$ cat src/rtl/core/hht_ram.sv
// hht_ram: generic single-write, single-read ram with registered read
// no dependencies
module hht_ram #(
   parameter int WIDTH  = 8,
   parameter int DEPTH  = 64,
   parameter int ADDR_W = 6
) (
   input  logic              clock,
   input  logic              wr_en,
   input  logic [ADDR_W-1:0] wr_addr,
   input  logic [WIDTH-1:0]  wr_data,
   input  logic [ADDR_W-1:0] rd_addr,
   output logic [WIDTH-1:0]  rd_data
);

   logic [WIDTH-1:0] mem_ff [DEPTH];
   logic [WIDTH-1:0] rd_data_ff;

   always_ff @(posedge clock) begin
      if (wr_en) begin
         mem_ff[wr_addr] <= wr_data;
      end
      rd_data_ff <= mem_ff[rd_addr];
   end

   assign rd_data = rd_data_ff;

endmodule

$ cat config.mk
export PLATFORM = sky130hd
export DESIGN_NAME = hht_ram
export DESIGN_NICKNAME = d
export VERILOG_FILES = /design/src/rtl/core/hht_ram.sv
export SDC_FILE = /design/constraint.sdc
export NUM_CORES = 1
export LEC_CHECK = 0
export BUFFER_PORTS_ARGS = -buffer_cell sky130_fd_sc_hd__buf_2
export CAP_MARGIN = 20
export CORE_UTILIZATION = 60
export CTS_CLUSTER_SIZE = 28
export DETAILED_ROUTE_END_ITERATION = 10
export PLACE_DENSITY = 0.76
export SETUP_SLACK_MARGIN = 0.02
export SLEW_MARGIN = 25
export SYNTH_ARGS = -nofsm -noshare
export SYNTH_HDL_FRONTEND = slang
export SYNTH_SLANG_ARGS = --single-unit
$ cat constraint.sdc
create_clock -name clock -period 3.12 [get_ports clock]
set_input_delay 0.468 -clock clock [delete_from_list [all_inputs] [get_ports clock]]
set_output_delay 0.468 -clock clock [all_outputs]
set_load 0.01 [all_outputs]
; Yosys cells after proc, flatten, opt, wreduce, memory -nomap -nowiden
; Memory sizes are Yosys's and may differ from the RTL's. A register that Yosys moved wholly into a read port is not among the register bits.
; Index checks and enable logic that the tools add are counted.
[totals]
reg_bits = 0
ramBits = 512
in_bits = 22
elab_cells = 3
memories = 1
[memory_table]
columns = memory, words, word_bits, read_ports, rd_ports_with_merged_regs, wr, line_no
row1 = mem_ff, 64, 8, 1, 1, 1, 16  ; logic [WIDTH-1:0] mem_ff [DEPTH];
[classes]
mux = 2
[ops]
columns = cell, n
row1 = $mux 1, 2

; Longest topological paths before layout
[depth]
word_depth = 2
ltp_mapped = 9

; Worst setup path before layout
; No wires, ideal clock.
[synth_timing]
kind = input port to flip-flop
startpoint = input rd_addr[1]
endpoint = register rd_data_ff[3] (netlist: rd_data[3]), read port of mem_ff
setup_time_ns = 0.128
arrival_time_ns = 2.008
slack_ns = 0.984
cell_stages = 7
n_path_buf = 3
path_cell_list = buf_4 buf_2 buf_2 mux4_2 mux4_2 o21ai_1 o41ai_1
[synth_lines]
columns = item, line_no
row1 = "start, declared", 12  ; input logic [ADDR_W-1:0] rd_addr,
row2 = "end, declared", 17  ; logic [WIDTH-1:0] rd_data_ff;

==> flow_metrics.env <==
export IMPL_post_cts_setup_buffers=0
export IMPL_num_vias=10000
export IMPL_dp_cells=1462
export IMPL_fin_cells=1555
export IMPL_hold_slack_ns=0.344
export IMPL_num_rows=66
export IMPL_synth_top_cell_area_share_pct=76.2
export IMPL_maxSlewViolCount=0
export IMPL_first_global_vias=9929
export IMPL_status="finished clean"
export IMPL_critPathLaunchType="input pin"
export IMPL_p_int_mw=11.6
export IMPL_min_period_ns=2.63
export IMPL_clockRootBuffer="clkbuf_16"
export IMPL_timing_final_crit_share_pct=84.3
export IMPL_synth_yosys_warnings=0
export IMPL_finalHoldViolations=0
export IMPL_place_congestion=0.838
export IMPL_synthDistinctLibCells=40
export IMPL_fmax_mhz=380
export IMPL_io_pins=30
export IMPL_start_util_pct=61.5
export IMPL_n_antenna_cell=0
export IMPL_synth_cells=940
export IMPL_die_x_um=185
export IMPL_relSlewSlack_pct=32.3
export IMPL_nets=1094
export IMPL_worstSetupEndpointType="register"
export IMPL_wire_per_inst_um=28.9
export IMPL_dp_hpwl_um=27700
export IMPL_vdd_drop_max_v=0.000494
export IMPL_top_usage_layer="met2"
export IMPL_yosysSeqAreaShare_pct=77.0
export IMPL_htreeDepth=2
export IMPL_area_growth_pct=14.3
export IMPL_routed_via_density=6.44
export IMPL_gr_usage_all_layers_pct=27.5
export IMPL_p_seq_share_pct=53.3
export IMPL_drv_cap=0
export IMPL_synthFlopType="edfxtp_1"
export IMPL_grt_use_met3_pct=5.52
export IMPL_p_leak_nw=7.44
export IMPL_grt_max_degree=65
export IMPL_cts_buffers=50
export IMPL_path_clk_slew_ns=0.06
export IMPL_rsz0062_at_grt="false"
export IMPL_grt_overflow=0
export IMPL_worstSetupPathType="input pin to register"
export IMPL_avgSynthCellArea_um2=21.5
export IMPL_switching_share_pct=20.3
export IMPL_p_clk_share_pct=41.6
export IMPL_grt_first_pass_wirelength_um=66300
export IMPL_clk_path_buf_depth=3
export IMPL_comb_power_share_pct=5.1
export IMPL_wirelength_um=45000
export IMPL_powerDensity_nw_per_um2=631
export IMPL_use_met2_pct=41.8
export IMPL_cp_max_fo=35
export IMPL_drtIter0Drc=1216
export IMPL_crit_arrival_ns=3.05
export IMPL_clk_latency_ns=0.56
export IMPL_switchingPower_mw=2.95
export IMPL_syn_nets=962
export IMPL_worstPathRequired_ns=3.54
export IMPL_cts_sinks=520
export IMPL_async_flop_share_pct=0
export IMPL_yosys_area_top_type="edfxtp_1"
export IMPL_hold_class="input pin to register"
export IMPL_dieArea_um2=34300
export IMPL_port_buffers=29
export IMPL_tightest_slew_ns=0.990
export IMPL_drtAntennaViolNets=0
export IMPL_finClkSkew_ns=0.0220
export IMPL_post_route_drc_count=0
export IMPL_antenna_found_initial=3
export IMPL_synth_area_um2=20200
export IMPL_layout_drive_gt1_share_pct=30.9
export IMPL_setup_viol=0
export IMPL_synthTopCellsByArea="edfxtp_1 (76%), mux4_2 (14%), nor2_1 (1.5%), mux2i_1 (1.1%), dfxtp_1 (0.79%)"
export IMPL_cts_tree="yes"
export IMPL_dr_pass1_iters=5
export IMPL_core_um2=32800
export IMPL_hold_buffers=0
export IMPL_synth_edf_count=512
export IMPL_cts_resized=0
export IMPL_use_met1_pct=40.7
export IMPL_chipHeight_um=185
export IMPL_ys_ff_latch=520
export IMPL_finalPower_mw=14.6
-- cells in the final DEF, fill, tap and decap left out, types with 2 or more instances in the layout --
| cell | n |
|---|---|
| o41ai_1 | 2 |
| o22ai_1 | 8 |
| clkbuf_1 | 8 |
| o2bb2ai_1 | 3 |
| nand4_1 | 2 |
| clkinv_2 | 12 |
| nor2_1 | 83 |
| nor2b_1 | 14 |
| a211oi_1 | 4 |
| clkinv_1 | 13 |
| o21ai_0 | 2 |
| o221ai_1 | 8 |
| buf_4 | 99 |
| buf_2 | 25 |
| nor4_1 | 2 |
| a21oi_1 | 3 |
| o221a_2 | 2 |
| nand3b_1 | 3 |
| mux2_2 | 13 |
| a22oi_1 | 3 |
| nand2b_1 | 7 |
| nand2_1 | 19 |
| bufinv_16 | 6 |
| buf_12 | 6 |
| mux2i_1 | 23 |
| nor3_1 | 7 |
| edfxtp_1 | 512 |
| nand3_1 | 13 |
| o32ai_1 | 2 |
| o21ai_1 | 2 |
| o2111ai_1 | 3 |
| o21a_1 | 2 |
| dfxtp_1 | 8 |
| clkbuf_16 | 53 |
| a221oi_1 | 6 |
| mux4_2 | 126 |
-- metrics by stage --
| step | util (%) | instance area, um^2 | worst slack [ns] | setup TNS, ns |
|---|---|---|---|---|
| 3_5_place_dp | 65.3 | 21400 | -0.154 | -0.173 |
| 2_1_floorplan | - | 20200 | 0.984 | 0 |
| 5_1_grt | 70.3 | 23100 | 0.448 | 0 |
| 3_3_place_gp | 65.3 | 21400 | -0.0928 | -0.0928 |
| 4_1_cts | 70.3 | 23100 | 0.383 | 0 |
| 6_report | 70.3 | 23100 | 0.489 | 0 |
-- synth_stat cells, types with 6 or more instances --
master / count
a221oi_1: 6
buf_2: 11
buf_4: 13
clkbuf_1: 17
dfxtp_1: 8
edfxtp_1: 512
mux2_2: 13
mux2i_1: 23
mux4_2: 126
nand2_1: 19
nand2b_1: 7
nand3_1: 13
nor2_1: 83
nor2b_1: 14
nor3_1: 7
o221ai_1: 8
o22ai_1: 8
-- layout make-up --
| cell class | instances | area [um^2] |
|---|---|---|
| fillers | 1920 | 9720 |
| repair buffers | 131 | 1000 |
| multi-input cells | 369 | 4320 |
| clock inverters | 32 | 297 |
| well taps | 442 | 553 |
| flip-flops and latches | 520 | 15500 |
| clock buffers | 61 | 1360 |
-- layer usage --
metal / routed length, um / up-vias
met3: 4660 / 94
li1: - / 4193
met2: 21500 / 588
met4: 1430 / 6
met5: 31 / -
met1: 17400 / 5133
-- sequential cells by signal (all words and copies together) (netlist names) --
name	cells
rd_data	8
mem_ff	512
-- power groups by stage --
stage / logic (mW) / registers (mW) / clock network (mW)
2_1_floorplan: 0.412 / 7.90 / 0
3_3_place_gp: 0.718 / 7.91 / 0
3_5_place_dp: 0.734 / 7.91 / 0
4_1_cts: 0.741 / 7.76 / 6.12
5_1_grt: 0.783 / 7.76 / 6.39
6_report: 0.741 / 7.76 / 6.05
-- cell families (layout without fill, tap and decap cells) --
group,Yosys count,after routing,synth area share (%)
AO/OA/AOI/OAI,54,54,2.07
buffers and inverters,51,224,1.57
flip-flops,520,520,77.0
multiplexers,162,162,15.9
AND/OR/NAND/NOR,153,153,3.39
-- worst max-delay path: stages --
cell and delay, ns:
clkbuf_8 0.41, buf_4 0.30, buf_4 0.15, mux4_2 0.48
a2111oi_0 0.90, buf_4 0.24, o41ai_1 0.07
-- path summary, 6_finish.rpt --
kind	startpoint	end	slack, ns	cells past startpoint
setup / recovery	rd_addr[0]	rd_data[5]	0.49	7
hold / removal	rd_addr[5]	rd_data[0]	0.34	3
setup reg to reg	mem_ff[3][5]	rd_data[5]	0.80	5
hold reg to reg	mem_ff[22][1]	rd_data[1]	0.87	4
Power figures use the tool's default switching activity.
